File: config.mk
export PLATFORM = sky130hd
export DESIGN_NAME = serial_line_editor
export DESIGN_NICKNAME = d
export VERILOG_FILES = /design/src/rtl/core/sle_pkg.sv /design/src/rtl/core/serial_line_editor.sv /design/src/rtl/core/sle_ram.sv /design/src/rtl/core/sle_cmd_fifo.sv /design/src/rtl/core/sle_front.sv /design/src/rtl/core/sle_back.sv
export SDC_FILE = /design/constraint.sdc
export NUM_CORES = 1
export LEC_CHECK = 0
export BUFFER_PORTS_ARGS = -buffer_cell sky130_fd_sc_hd__buf_2
export CORE_ASPECT_RATIO = 1.2
export CORE_MARGIN = 5
export CORE_UTILIZATION = 53
export DETAILED_ROUTE_END_ITERATION = 10
export HOLD_SLACK_MARGIN = 0.15
export PLACE_DENSITY = 0.69
export SLEW_MARGIN = 20
export SYNTH_ARGS = -nofsm -noshare
export SYNTH_HDL_FRONTEND = slang
export SYNTH_SLANG_ARGS = --single-unit
export TNS_END_PERCENT = 50
File: constraint.sdc
create_clock -name clk -period 5.1 [get_ports clk]
set_input_delay 0.765 -clock clk [delete_from_list [all_inputs] [get_ports clk]]
set_output_delay 0.765 -clock clk [all_outputs]
set_load 0.05 [all_outputs]
File: src/rtl/core/sle_pkg.sv
`timescale 1ns / 1ps
`default_nettype none

package sle_pkg;

  localparam int LINE_DEPTH_DEF = 64;
  localparam int BYTE_W = 8;
  localparam int CAP_W = 7;
  localparam int KIND_W = 2;

  localparam logic [CAP_W-1:0] CAP_RESET = 7'd64;

  localparam logic [BYTE_W-1:0] BYTE_BACKSPACE = 8'h08;
  localparam logic [BYTE_W-1:0] BYTE_CR = 8'h0D;
  localparam logic [BYTE_W-1:0] BYTE_NUL = 8'h00;

  localparam logic [KIND_W-1:0] KIND_ECHO = 2'd0;
  localparam logic [KIND_W-1:0] KIND_CHAR = 2'd1;
  localparam logic [KIND_W-1:0] KIND_TERM = 2'd2;

  typedef enum logic [1:0] {
    OP_STORE,
    OP_ERASE,
    OP_FLUSH
  } op_t;

  typedef struct packed {
    op_t              op;
    logic [BYTE_W-1:0] data;
  } cmd_t;

endpackage

`default_nettype wire

File: src/rtl/core/serial_line_editor.sv
// Line editor for bytes received from a serial link.
// Input channel: a byte on in_rx_byte is taken at a rising edge with push high and
// full low. Result channel: while empty is low the oldest result word is on out_byte,
// out_kind (echo, line character, terminator) and out_last; pop takes it.
// Configuration: cfg_line_capacity is written at an edge with valid and ready high;
// ready is always high. Write it only while the block is idle.
// An ordinary byte or a backspace gives its echo from the output register once it has
// left the command queue, or no result at all when it is dropped. A carriage return
// first gives each held character, the line store memory being read one entry per
// character, and then its terminator.
// Up to two accepted bytes wait in the command queue while a line is emitted; full
// rises when both queue entries are occupied, so new bytes are refused without loss.
// When the receiver holds pop low the current word stays on the ports and the back end
// waits; the front still takes bytes until the queue fills.
// Synchronous reset empties the queue and the line, drops any pending result and sets
// the capacity to 64. The line store needs no clearing after reset.
`timescale 1ns / 1ps
`default_nettype none

module serial_line_editor #(
  parameter int LINE_DEPTH = sle_pkg::LINE_DEPTH_DEF
) (
  input  wire logic                       clk,
  input  wire logic                       rst_n,
  input  wire logic                       push,
  output logic                            full,
  input  wire logic [sle_pkg::BYTE_W-1:0] in_rx_byte,
  output logic                            empty,
  input  wire logic                       pop,
  output logic      [sle_pkg::BYTE_W-1:0] out_byte,
  output logic      [sle_pkg::KIND_W-1:0] out_kind,
  output logic                            out_last,
  input  wire logic                       valid,
  output logic                            ready,
  input  wire logic [sle_pkg::CAP_W-1:0]  cfg_line_capacity
);

  logic          fifo_full, cmd_wr, cmd_valid, cmd_pop;
  sle_pkg::cmd_t front_cmd, back_cmd;

  assign ready = 1'b1;

  sle_front u_front (
    .push      (push),
    .full      (full),
    .in_rx_byte(in_rx_byte),
    .fifo_full (fifo_full),
    .cmd_wr    (cmd_wr),
    .cmd       (front_cmd)
  );

  sle_cmd_fifo u_cmd_fifo (
    .clk      (clk),
    .rst_n    (rst_n),
    .wr_en    (cmd_wr),
    .wr_cmd   (front_cmd),
    .fifo_full(fifo_full),
    .rd_en    (cmd_pop),
    .rd_cmd   (back_cmd),
    .rd_valid (cmd_valid)
  );

  sle_back #(
    .LINE_DEPTH(LINE_DEPTH)
  ) u_back (
    .clk      (clk),
    .rst_n    (rst_n),
    .cfg_we   (valid && ready),
    .cfg_data (cfg_line_capacity),
    .cmd_valid(cmd_valid),
    .cmd      (back_cmd),
    .cmd_pop  (cmd_pop),
    .empty    (empty),
    .pop      (pop),
    .out_byte (out_byte),
    .out_kind (out_kind),
    .out_last (out_last)
  );

endmodule

`default_nettype wire

File: src/rtl/core/sle_ram.sv
`timescale 1ns / 1ps
`default_nettype none

module sle_ram #(
  parameter int WIDTH = 8,
  parameter int DEPTH = 64
) (
  input  wire logic                     clk,
  input  wire logic                     we,
  input  wire logic [$clog2(DEPTH)-1:0] waddr,
  input  wire logic [WIDTH-1:0]         wdata,
  input  wire logic [$clog2(DEPTH)-1:0] raddr,
  output logic      [WIDTH-1:0]         rdata
);

  logic [WIDTH-1:0] mem [DEPTH];

  always_ff @(posedge clk) begin
    if (we) begin
      mem[waddr] <= wdata;
    end
    rdata <= mem[raddr];
  end

endmodule

`default_nettype wire

File: src/rtl/core/sle_cmd_fifo.sv
`timescale 1ns / 1ps
`default_nettype none

// Two-entry queue of decoded commands between the front and the back.
module sle_cmd_fifo (
  input  wire logic          clk,
  input  wire logic          rst_n,
  input  wire logic          wr_en,
  input  wire sle_pkg::cmd_t wr_cmd,
  output logic               fifo_full,
  input  wire logic          rd_en,
  output sle_pkg::cmd_t      rd_cmd,
  output logic               rd_valid
);

  sle_pkg::cmd_t ent_r [2];
  logic       wr_ptr_r, wr_ptr_nxt;
  logic       rd_ptr_r, rd_ptr_nxt;
  logic [1:0] count_r, count_nxt;
  logic       do_wr, do_rd;

  assign fifo_full = count_r[1];
  assign rd_valid  = (count_r != 2'd0);
  assign rd_cmd    = ent_r[rd_ptr_r];

  assign do_wr = wr_en && !fifo_full;
  assign do_rd = rd_en && rd_valid;

  always_comb begin
    wr_ptr_nxt = wr_ptr_r ^ do_wr;
    rd_ptr_nxt = rd_ptr_r ^ do_rd;
    count_nxt  = count_r + {1'b0, do_wr} - {1'b0, do_rd};
  end

  always_ff @(posedge clk) begin
    if (!rst_n) begin
      wr_ptr_r <= 1'b0;
      rd_ptr_r <= 1'b0;
      count_r  <= 2'd0;
    end else begin
      wr_ptr_r <= wr_ptr_nxt;
      rd_ptr_r <= rd_ptr_nxt;
      count_r  <= count_nxt;
    end
  end

  always_ff @(posedge clk) begin
    if (do_wr) begin
      ent_r[wr_ptr_r] <= wr_cmd;
    end
  end

endmodule

`default_nettype wire

File: src/rtl/core/sle_front.sv
`timescale 1ns / 1ps
`default_nettype none

// Accepts received bytes and sorts them into store, erase and flush commands.
module sle_front (
  input  wire logic                       push,
  output logic                            full,
  input  wire logic [sle_pkg::BYTE_W-1:0] in_rx_byte,
  input  wire logic                       fifo_full,
  output logic                            cmd_wr,
  output sle_pkg::cmd_t                   cmd
);

  assign full   = fifo_full;
  assign cmd_wr = push && !fifo_full;

  always_comb begin
    cmd.data = in_rx_byte;
    unique case (in_rx_byte)
      sle_pkg::BYTE_CR:        cmd.op = sle_pkg::OP_FLUSH;
      sle_pkg::BYTE_BACKSPACE: cmd.op = sle_pkg::OP_ERASE;
      default:                 cmd.op = sle_pkg::OP_STORE;
    endcase
  end

endmodule

`default_nettype wire

File: src/rtl/core/sle_back.sv
`timescale 1ns / 1ps
`default_nettype none

// Executes commands against the line store and presents one result word at a time.
module sle_back #(
  parameter int LINE_DEPTH = sle_pkg::LINE_DEPTH_DEF
) (
  input  wire logic                       clk,
  input  wire logic                       rst_n,
  input  wire logic                       cfg_we,
  input  wire logic [sle_pkg::CAP_W-1:0]  cfg_data,
  input  wire logic                       cmd_valid,
  input  wire sle_pkg::cmd_t              cmd,
  output logic                            cmd_pop,
  output logic                            empty,
  input  wire logic                       pop,
  output logic      [sle_pkg::BYTE_W-1:0] out_byte,
  output logic      [sle_pkg::KIND_W-1:0] out_kind,
  output logic                            out_last
);

  localparam int FILL_W = $clog2(LINE_DEPTH);
  localparam int DEPTH_W = $clog2(LINE_DEPTH + 1);
  localparam int LIM_W = (DEPTH_W > sle_pkg::CAP_W) ? DEPTH_W : sle_pkg::CAP_W;
  localparam logic [LIM_W-1:0] DEPTH_L = LIM_W'(LINE_DEPTH);

  typedef enum logic [1:0] {
    ST_IDLE,
    ST_READ,
    ST_DATA
  } state_t;

  state_t                     state_r, state_nxt;
  logic [sle_pkg::CAP_W-1:0]  cap_r, cap_nxt;
  logic [FILL_W-1:0]          fill_r, fill_nxt;
  logic [FILL_W-1:0]          idx_r, idx_nxt;
  logic                       out_valid_r, out_valid_nxt;
  logic [sle_pkg::BYTE_W-1:0] out_byte_r, out_byte_nxt;
  logic [sle_pkg::KIND_W-1:0] out_kind_r, out_kind_nxt;
  logic                       out_last_r, out_last_nxt;

  logic [LIM_W-1:0]           cap_ext, cap_clip, char_limit;
  logic                       can_store, out_fire, slot_free, ram_we;
  logic [sle_pkg::BYTE_W-1:0] ram_rdata;

  // Capacity is clipped to the store depth, and zero behaves as one.
  always_comb begin
    cap_ext  = LIM_W'(cap_r);
    cap_clip = (cap_ext > DEPTH_L) ? DEPTH_L : cap_ext;
    if (cap_clip == '0) begin
      cap_clip = LIM_W'(1);
    end
    char_limit = cap_clip - LIM_W'(1);
  end

  assign can_store = (LIM_W'(fill_r) < char_limit);
  assign out_fire  = out_valid_r && pop;
  assign slot_free = !out_valid_r || pop;
  assign cmd_pop   = (state_r == ST_IDLE) && cmd_valid && slot_free;
  assign ram_we    = cmd_pop && (cmd.op == sle_pkg::OP_STORE) && can_store;

  assign empty    = !out_valid_r;
  assign out_byte = out_byte_r;
  assign out_kind = out_kind_r;
  assign out_last = out_last_r;

  sle_ram #(
    .WIDTH(sle_pkg::BYTE_W),
    .DEPTH(LINE_DEPTH)
  ) u_line_store (
    .clk  (clk),
    .we   (ram_we),
    .waddr(fill_r),
    .wdata(cmd.data),
    .raddr(idx_r),
    .rdata(ram_rdata)
  );

  always_comb begin
    state_nxt     = state_r;
    cap_nxt       = cfg_we ? cfg_data : cap_r;
    fill_nxt      = fill_r;
    idx_nxt       = idx_r;
    out_valid_nxt = out_valid_r && !out_fire;
    out_byte_nxt  = out_byte_r;
    out_kind_nxt  = out_kind_r;
    out_last_nxt  = out_last_r;

    unique case (state_r)
      ST_IDLE: begin
        if (cmd_pop) begin
          unique case (cmd.op)
            sle_pkg::OP_STORE: begin
              if (can_store) begin
                fill_nxt      = fill_r + FILL_W'(1);
                out_valid_nxt = 1'b1;
                out_byte_nxt  = cmd.data;
                out_kind_nxt  = sle_pkg::KIND_ECHO;
                out_last_nxt  = 1'b1;
              end
            end
            sle_pkg::OP_ERASE: begin
              if (fill_r != '0) begin
                fill_nxt      = fill_r - FILL_W'(1);
                out_valid_nxt = 1'b1;
                out_byte_nxt  = sle_pkg::BYTE_BACKSPACE;
                out_kind_nxt  = sle_pkg::KIND_ECHO;
                out_last_nxt  = 1'b1;
              end
            end
            sle_pkg::OP_FLUSH: begin
              idx_nxt   = '0;
              state_nxt = ST_READ;
            end
            default: begin
              state_nxt = ST_IDLE;
            end
          endcase
        end
      end
      ST_READ: begin
        // The read address is idx; its data is ready in the next cycle.
        if (slot_free) begin
          if (idx_r != fill_r) begin
            state_nxt = ST_DATA;
          end else begin
            out_valid_nxt = 1'b1;
            out_byte_nxt  = sle_pkg::BYTE_NUL;
            out_kind_nxt  = sle_pkg::KIND_TERM;
            out_last_nxt  = 1'b1;
            fill_nxt      = '0;
            state_nxt     = ST_IDLE;
          end
        end
      end
      ST_DATA: begin
        // The output slot was free when the read was issued and nothing has filled it since.
        out_valid_nxt = 1'b1;
        out_byte_nxt  = ram_rdata;
        out_kind_nxt  = sle_pkg::KIND_CHAR;
        out_last_nxt  = 1'b0;
        idx_nxt       = idx_r + FILL_W'(1);
        state_nxt     = ST_READ;
      end
      default: begin
        state_nxt = ST_IDLE;
      end
    endcase
  end

  always_ff @(posedge clk) begin
    if (!rst_n) begin
      state_r     <= ST_IDLE;
      cap_r       <= sle_pkg::CAP_RESET;
      fill_r      <= '0;
      idx_r       <= '0;
      out_valid_r <= 1'b0;
    end else begin
      state_r     <= state_nxt;
      cap_r       <= cap_nxt;
      fill_r      <= fill_nxt;
      idx_r       <= idx_nxt;
      out_valid_r <= out_valid_nxt;
    end
    out_byte_r <= out_byte_nxt;
    out_kind_r <= out_kind_nxt;
    out_last_r <= out_last_nxt;
  end

endmodule

`default_nettype wire

Word level (Yosys, flattened, before mapping)
Memory sizes are Yosys's and may differ from the RTL's. A register that Yosys moved wholly into a read port is not among the register bits.
Cells that the tools add are included.
{ "op_classes": {"add_sub_neg": 6, "magnitude_cmp": 2, "eq_ne": 15, "muxes": 51, "bitwise": 2, "n_reduce_logical": 26} }
{ "ops": {"columns": ["op", "n"], "rows": [
  ["6-bit 2-to-1 mux", 7],
  ["8-bit 2-to-1 mux", 5],
  ["6-bit case mux with 2 select lines", 3],
  ["8-bit case mux with 3 select lines", 1],
  ["8-bit by 4-bit equality test with 1-bit output (second input constant)", 2],
  ["2-bit 2-to-1 mux", 8],
  ["8-bit case mux with 2 select lines", 1],
  ["1-bit 2-to-1 mux", 15],
  ["7-bit 2-to-1 mux", 2],
  ["7-bit AND reduction", 2],
  ["6-bit by 1-bit adder with 6-bit output (second input constant)", 2],
  ["2-bit case mux with 2 select lines", 3],
  ["2-bit case mux with 3 select lines", 2],
  ["1-bit logical AND", 9],
  ["7-bit > comparator (second input constant)", 1],
  ["7-bit logical NOT", 1],
  ["6-bit by 7-bit less-than comparator with 1-bit output", 1],
  ["7-bit by 1-bit subtractor with 7-bit output (second input constant)", 1],
  ["2-bit inequality test (second input constant)", 3],
  ["3-bit inequality test (second input constant)", 2],
  ["6-bit inequality test", 1],
  ["1-bit case mux with 3 select lines", 2],
  ["3-bit AND reduction", 2],
  ["2-bit nonzero test", 3],
  ["other kinds (15)", 23]
]} }
{ "totals": {"ff_bits": 37, "ram_bits": 532, "elab_cells": 115, "memories": 2} }
{ "memory_table": {"columns": ["memory", "depth", "width", "read_ports", "rd_ports_with_merged_regs", "write_ports", "line_no", "rtl"], "rows": [
  ["u_back.u_line_store.mem", 64, 8, 1, 1, 1, "sle_ram.sv:16", "logic [WIDTH-1:0] mem [DEPTH];"],
  ["u_cmd_fifo.ent_r", 2, 10, 1, 1, 1, "sle_cmd_fifo.sv:16", "sle_pkg::cmd_t ent_r [2];"]
]} }

Longest topological paths before layout
Gate-level depths: netlist of run 1.
{ "depth": {"ltp_word": 10, "mapped_depth": 13, "depth_no_buf": 13} }

Modules after synthesis
A second synthesis of run 1 with hierarchy kept.
{ "hier_totals": {"cells_unflattened": 1242, "area_unflattened_um2": 23354.9} }
{ "modules_own_cells": {"columns": ["mod", "instances", "cells_each", "area_each_um2", "seq_area_each_um2"], "rows": [
  ["sle_ram", 1, 940, 20166.8, 15534.9],
  ["sle_back", 1, 229, 2089.5, 770.7],
  ["sle_cmd_fifo", 1, 56, 970.9, 700.7],
  ["sle_front", 1, 15, 116.4, 0.0],
  ["serial_line_editor", 1, 2, 11.3, 0.0]
]} }

Worst setup path after synthesis of run 1
No wires, ideal clock.
{ "synth_timing": {"path_kind": "reg2reg", "from": "register u_back.cap_r (netlist bit u_back.cap_ext[2])", "to": "register u_back.out_byte_r (netlist bit u_back.out_byte[0]) (enable)", "setup_time_ns": 0.382, "arrival_time_ns": 3.183, "required_ns": 4.718, "path_slack_ns": 1.534, "path_stages_with_launch": 13, "path_buffers": 0, "period_less_slack_ns": 3.566, "path_cell_list": "dfxtp_1 > or4_1 > nor2_1 > o21ai_0 > ha_1 > o21a_1 > a31oi_1 > ha_1 > nand3_1 > nand2_1 > o311a_1 > a211o_1 > a21oi_1"} }
{ "synth_between": {"elab_chain_cells": 8} }
{ "synth_lines": {"columns": ["item", "line_no", "rtl"], "rows": [
  ["start: declaration", "sle_back.sv:34", "logic [sle_pkg::CAP_W-1:0] cap_r, cap_nxt;"],
  ["start signal: assignment", "sle_back.sv:154", "cap_r <= sle_pkg::CAP_RESET;"],
  ["start signal: assignment", "sle_back.sv:160", "cap_r <= cap_nxt;"],
  ["7-bit > comparator", "sle_back.sv:49", "cap_clip = (cap_ext > DEPTH_L) ? DEPTH_L : cap_ext;"],
  ["7-bit 2-to-1 mux (*)", "sle_back.sv:49", null],
  ["7-bit logical NOT", "sle_back.sv:50", "if (cap_clip == '0) begin"],
  ["7-bit 2-to-1 mux (*)", "sle_back.sv:50", null],
  ["7-bit by 1-bit subtractor with 7-bit output (*)", "sle_back.sv:53", "char_limit = cap_clip - LIM_W'(1);"],
  ["6-bit by 7-bit less-than comparator with 1-bit output (*)", "sle_back.sv:56", "assign can_store = (LIM_W'(fill_r) < char_limit);"],
  ["3-bit by 2-bit inequality test with 1-bit output (no source line) (*)", null, null],
  ["7-bit AND reduction (no source line) (*)", null, null],
  ["end signal: assignment", "sle_back.sv:165", "out_byte_r <= out_byte_nxt;"],
  ["end: declaration", "sle_back.sv:38", "logic [sle_pkg::BYTE_W-1:0] out_byte_r, out_byte_nxt;"]
]} }
Mark *: on every way between the ends. The rest lies on a longest branch, timed or not.
A chain may end at the register's enable or synchronous reset.

Final worst setup path of run 1
{ "layout_timing": {"from": "register u_back.cap_r (netlist bit u_back.cap_ext[1])", "to": "memory u_back.u_line_store.mem[29][4] (enable)"} }
{ "layout_between": {"elab_chain_cells": 9} }
{ "layout_lines": {"columns": ["item", "line_no", "rtl"], "rows": [
  ["7-bit > comparator", "sle_back.sv:49", null],
  ["7-bit 2-to-1 mux (*)", "sle_back.sv:49", null],
  ["7-bit logical NOT", "sle_back.sv:50", null],
  ["7-bit 2-to-1 mux (*)", "sle_back.sv:50", null],
  ["7-bit by 1-bit subtractor with 7-bit output (*)", "sle_back.sv:53", null],
  ["6-bit by 7-bit less-than comparator with 1-bit output (*)", "sle_back.sv:56", null],
  ["1-bit logical AND (*)", "sle_back.sv:60", "assign ram_we = cmd_pop && (cmd.op == sle_pkg::OP_STORE) && can_store;"],
  ["1-bit 2-to-1 mux (*)", "sle_ram.sv:19", "if (we) begin"],
  ["1-bit 2-to-1 mux (implied by the code) (*)", "sle_ram.sv:20", "mem[waddr] <= wdata;"],
  ["end: declaration", "sle_ram.sv:16", null]
]} }
Marks and branches as above.

==> impl_metrics.yaml, run 1 <==
global_route:
  grt_max_degree: 82
  antenna_found_initial: 0
  grt_pass1_wl_um: 78230
  grt_overflow_total: 0
  grt_pass1_vias: 11916
  grt_use_total: 0.2202
setup_path:
  crit_path_start_kind: "register"
  crit_path_end_kind: "register"
  worst-setup-path-type: "reg -> reg"
  required_ns: 5.32
  worstPathArrival_ns: 4.71
  crit_fanout: 8
sta:
  fin_crit_ns: 4.492
  finalClockSkew_ns: 0.02776
  tns_ns: 0
  fmaxAchievable_mhz: 222.6
  slew_headroom: 0.2609
  finalCritPeriodShare: 0.8808
  setup_viol: 0
  finalWorstSetupSlack_ns: 0.6078
  rsz0062_at_grt: "no"
  worst_slew_pin_slew_ns: 1.081
  slew_viol_final: 0
  finalHoldViolations: 0
finish:
  nets: 1336
  drive_above_1_share: 0.2093
  num_antenna_cells: 0
  area_growth_pct: 11.28
logic_synthesis:
  yosys-top-cells-count: "edfxtp_1, mux4_2, nor2_1, mux2i_1, nand2_1"
  yosysSeqAreaShare: 0.7343
  yosysWarnings: 0
  yosysUniqueCellTypes: 66
  netlist_area_mm2: 0.02316
  synth_top_area_frac: 0.7040
  async_flop_share: 0
  synth_area_leaders: "edfxtp_1, mux4_2, mux2i_1"
  synth_nets: 1279
  ys_ff_latch: 578
  synth_edf_count: 543
  synth_most_common_cell: "edfxtp_1"
  netlist_instances: 1239
  synth_top_area_cell: "edfxtp_1"
  avgSynthCellArea_um2: 18.69
  ys.flop_type: "edfxtp_1"
status:
  status: "finished, final reports clean"
floorplan:
  core.rowCount: 84
  ioPinCount: 34
  core_mm2: 0.04351
  die-area_mm2: 0.04800
  die_x_um: 200.8
  start_util: 0.5323
  die_y_um: 239.0
pwr:
  p_total_mw: 11.38
  power_frac_clock: 0.365
  p_sw_mw: 2.888
  peakVddDrop_mv: 0.2390
  combPwrFrac: 0.126
  seqPwrFrac: 0.509
  p_sw_frac: 0.2537
  powerDensity_mw_per_mm2: 441.7
  p_int_mw: 8.496
  power.leakage_nw: 8.069
routing:
  drcViolationCount: 0
  ant_nets: 0
  routed_wl_um: 52870
  drt_iter0_drc: 1044
  wire_per_inst_um: 27.87
  detail_route.vias_per_cell: 6.190
  dr.pass1.iters: 6
  vias: 11742
cts:
  clkTransAtPathRegs_ns: 0.06
  clk_latency_ns: 0.59
  cts_resized: 0
  numCtsBuffers: 52
  cts_root_buf: "clkbuf_16"
  cts_tree: "done"
  htree_levels: 2
  cts_buffer_depth: 3
  cts_hold_buf: 0
  cts.sinks: 578
  post_cts_buffers: 0
placed_design:
  dp_slack_ns: 0.6294
  io_buffers: 32
  routabilityCongestion: 0.8542
  place.detailed.hpwl_um: 33010
job:
  cap_violations: 0
worst_hold_path:
  hold_class: "in -> reg"
==> worst max-delay path: stages (launching register included) <==
cell and delay [ns]:
dfxtp_1 0.33, or4_1 0.60, nor2_1 0.11, o21ai_0 0.09
ha_1 0.28, o21a_1 0.12, a31oi_1 0.16, ha_1 0.27
nand3_1 0.09, nand2_1 0.06, o311a_1 0.42, nor3_1 0.35
nand2_1 0.54, nor2_1 0.70
==> power by group through the flow <==
stage               Combinational [mW]  Clock [mW]  Sequential, mW
floorplan                        0.744           0            5.97
global placement                  1.43           0            5.89
detailed placement                1.45           0            5.89
CTS                               1.45        4.21            5.79
global route                      1.54        4.42            5.80
finish                            1.43        4.16            5.79
==> registers in the layout (all words and copies together) (netlist names), named ones only <==
register,count
u_back.u_line_store.mem,512
u_cmd_fifo.ent_r,20
u_back.out_byte,8
u_back.u_line_store.rdata,8
u_back.cap_ext,7
u_back.fill_r,6
u_back.idx_r,6
u_back.out_kind,2
u_back.state_r,2
u_cmd_fifo.count_r,2
u_back.out_last,1
u_back.out_valid_r,1
u_cmd_fifo.rd_ptr_r,1
u_cmd_fifo.wr_ptr_r,1
==> stage by stage <==
| stage | std cells | utilization | instance area [um^2] | hold WS, ns |
|---|---|---|---|---|
| after floorplan | 1239 | - | 23160 | 0.4799 |
| after global placement | 1801 | 0.5504 | 23950 | 0.4974 |
| after detailed placement | 1801 | 0.5504 | 23950 | 0.5104 |
| after CTS | 1897 | 0.5923 | 25770 | 0.3605 |
| after global routing | 1897 | 0.5923 | 25770 | 0.3745 |
| final | 1897 | 0.5923 | 25770 | 0.3775 |
==> layer usage <==
layer / global-route usage / part of all wire
met1: 0.2878 / 0.38
met2: 0.3769 / 0.51
met3: 0.04166 / 0.078
met4: 0.07615 / 0.036
met5: 0 / 0
==> placed cells by master (no fill, tap or decap), drive strengths merged, types with 14 or more instances in the layout <==
cell	instances
clkbuf	60
o22ai	14
o21ai	25
buf	66
clkinv	25
dfxtp	35
mux2i	82
nand2	43
a21oi	14
mux4	114
inv	18
a211oi	22
edfxtp	543
nor2	105
ha	19
==> final timing paths <==
path | startpoint | endpoint | slack, ns | cells after the start
worst min register to register | u_cmd_fifo.rd_ptr_r | u_cmd_fifo.rd_ptr_r | 0.52 | 2
worst min-delay path | in_rx_byte[1] | u_cmd_fifo.ent_r[1][1] | 0.38 | 1
worst max register to register | u_back.cap_ext[1] | u_back.u_line_store.mem[29][4] | 0.61 | 13
worst max-delay path | u_back.cap_ext[1] | u_back.u_line_store.mem[29][4] | 0.61 | 13
==> area by class of cell <==
type / instances / area, um^2
clock buffers: 60 / 1353
well taps: 559 / 699.4
fillers: 3129 / 17740
inverters: 21 / 83.83
flip-flops and latches: 578 / 17020
multi-input cells: 577 / 5708
repair buffers: 66 / 440.4
clock inverters: 36 / 471.7
==> cell families after synthesis <==
| group | after synthesis | share of synthesized area |
|---|---|---|
| DFF | 578 | 0.7343 |
| and+or+nand+nor | 216 | 0.04257 |
| muxes | 199 | 0.1477 |
| AOI/OAI and AO/OA | 123 | 0.03782 |
| buffers and inverters | 84 | 0.01950 |
| adders and majority gates | 20 | 0.01113 |
| xor gates and xnor gates | 18 | 0.006807 |
| other | 1 | 0.0001619 |
(Power assumes the default switching activity.)
==> run 2: changes to the inputs <==
==> constraint.sdc (replaced) <==
create_clock -name clk -period 5.1 [get_ports clk]
set_input_delay 0 -clock clk [delete_from_list [all_inputs] [get_ports clk]]
set_output_delay 0 -clock clk [all_outputs]
set_load 0.05 [all_outputs]
==> run 2 against run 1 <==
Against the previous run: total power up 0.35%; first-iteration DRC count up 3.4%; hold slack worse by 0.22 ns; wire length up 0.97%; final cell count up 1.9%; die area unchanged; largest cell class unchanged; largest power group unchanged.
==> impl_metrics.yaml, run 2 (synthesis gave the netlist of run 1 again) <==
setup_path:
  cpLargestDelayFamily: "simple AND/OR/NAND/NOR gates"
  path_cells: "or4_1 > nor2_1 > o21ai_0 > ha_1 > o21a_1 > a31oi_1 > ha_1 > nand3_1 > nand2_1 > o311a_1 > nor3_1 > nand2_1 > nor2_1"
  required_ns: 5.31
  cp_num_buf_inv: 0
  worst-setup-path-type: "reg -> reg"
  crit_fanout: 8
  crit_path_start_kind: "register"
  worstPathArrival_ns: 4.74
  slowest_delay_ns: 0.72
  slowest_stage: "nor2_1"
  crit_path_end_kind: "register"
pwr:
  p_sw_mw: 2.902
  power_frac_clock: 0.365
  powerDensity_mw_per_mm2: 437.1
  p_int_mw: 8.521
  power.leakage_nw: 8.224
  seqPwrFrac: 0.507
  peakVddDrop_mv: 0.2407
  p_sw_frac: 0.2541
  combPwrFrac: 0.128
sta:
  fin_crit_ns: 4.529
  slew_headroom: 0.3343
  finalHoldViolations: 0
  slew_viol_final: 0
  finalCritPeriodShare: 0.8880
  fmaxAchievable_mhz: 220.8
  tns_ns: 0
  worst_slew_pin_slew_ns: 0.9985
  rsz0062_at_grt: "no"
  hold_ws_ns: 0.1615
  finalClockSkew_ns: 0.02528
  setup_viol: 0
finish:
  largest_reg_flops: 512
  largestRegisters: "u_back.u_line_store.mem: 512 flops, u_cmd_fifo.ent_r: 20 flops"
  nets: 1372
  num_antenna_cells: 0
  largest-register: "u_back.u_line_store.mem"
  drive_above_1_share: 0.2038
  layout_common_cells: "edfxtp_1, mux4_2, nor2_1"
  area_growth_pct: 12.84
  fillers: 3091
  final_common_cell: "edfxtp_1"
placed_design:
  io_buffers: 32
  place.detailed.hpwl_um: 33010
  routabilityCongestion: 0.8542
routing:
  routed_wl_um: 53380
  ant_nets: 0
  vias: 11915
  drt_iter0_drc: 1079
  detail_route.vias_per_cell: 6.164
  wire_per_inst_um: 27.61
  dr.pass1.iters: 5
  drcViolationCount: 0
cts:
  numCtsBuffers: 52
  clkTransAtPathRegs_ns: 0.07
  cts.sinks: 578
  clk_latency_ns: 0.59
  cts_buffer_depth: 3
  cts_tree: "done"
  cts_resized: 0
  htree_levels: 2
  cts_root_buf: "clkbuf_16"
global_route:
  antenna_found_initial: 0
  grt_max_degree: 82
  grt_use_total: 0.2220
  grt_pass1_vias: 12093
  grt_pass1_wl_um: 79010
  grt_overflow_total: 0
floorplan:
  die-area_mm2: 0.04800
  die_y_um: 239.0
  ioPinCount: 34
  start_util: 0.5323
  core_mm2: 0.04351
  core.rowCount: 84
  die_x_um: 200.8
status:
  status: "finished, final reports clean"
job:
  cap_violations: 0
worst_hold_path:
  hold_class: "in -> reg"
## run 2: cell count changes in the layout (fill, tap and decap cells not counted), sizes merged
| cell | before | now |
|---|---|---|
| dlygate4sd3 | 0 | 36 |
## run 2: repair_timing
action | CTS | global route
buffers inserted | 0 | 0
endpoints found under the hold margin | 47 | 0
setup endpoints to repair | 0 | 0
hold buffers | 36 | 0
## run 2: layout make-up
cell class | instances | area [um^2] | area share
multi-input cells | 577 | 5708 | 0.2184
well taps | 559 | 699.4 | 0.02676
flip-flops and latches | 578 | 17020 | 0.6512
inverters | 21 | 83.83 | 0.003208
repair buffers | 102 | 800.8 | 0.03064
clock buffers | 60 | 1353 | 0.05175
clock inverters | 36 | 471.7 | 0.01805
## run 2: worst reg2reg max path, stage by stage (launching register included)
cell     delay (ns)
dfxtp_1        0.35
or4_1          0.59
nor2_1         0.11
o21ai_0        0.09
ha_1           0.28
o21a_1         0.12
a31oi_1        0.16
ha_1           0.27
nand3_1        0.09
nand2_1        0.06
o311a_1        0.42
nor3_1         0.37
nand2_1        0.52
nor2_1         0.73
## run 2: stage by stage
stage          total power, mW    util  instance area, um^2  worst slack (ns)  std cells
6_report                 11.42  0.6006                26130            0.5714       1933
5_1_grt                  11.81  0.6006                26130            0.2741       1933
4_1_cts                  11.48  0.6006                26130            0.6116       1933
3_5_place_dp             7.338  0.5504                23950            0.6294       1801
3_3_place_gp             7.323  0.5504                23950            0.7773       1801
2_1_floorplan            6.714       -                23160             1.534       1239
## run 2: worst paths after layout
kind                       start                            end  slack (ns)  cells after the start
min reg2reg  u_cmd_fifo.rd_ptr_r            u_cmd_fifo.rd_ptr_r        0.52                      2
max            u_back.cap_ext[2]  u_back.u_line_store.mem[4][1]        0.57                     13
min                in_rx_byte[7]         u_cmd_fifo.ent_r[0][7]        0.16                      2
max reg2reg    u_back.cap_ext[2]  u_back.u_line_store.mem[4][1]        0.57                     13
## run 2: power by group through the flow
stage	Clock [mW]	Sequential (mW)	Combinational [mW]
global route	4.42	5.81	1.58
floorplan	0	5.97	0.744
finish	4.17	5.79	1.46
global placement	0	5.89	1.43
detailed placement	0	5.89	1.45
CTS	4.21	5.79	1.48
## run 2: metal layers
| layer | GRT usage | vias up | wire [um] |
|---|---|---|---|
| met1 | 0.2895 | 6086 | 20370 |
| met4 | 0.07699 | 0 | 1915 |
| li1 | - | 5151 | - |
| met3 | 0.04220 | 115 | 4174 |
| met5 | 0 | - | 0 |
| met2 | 0.3806 | 563 | 26920 |
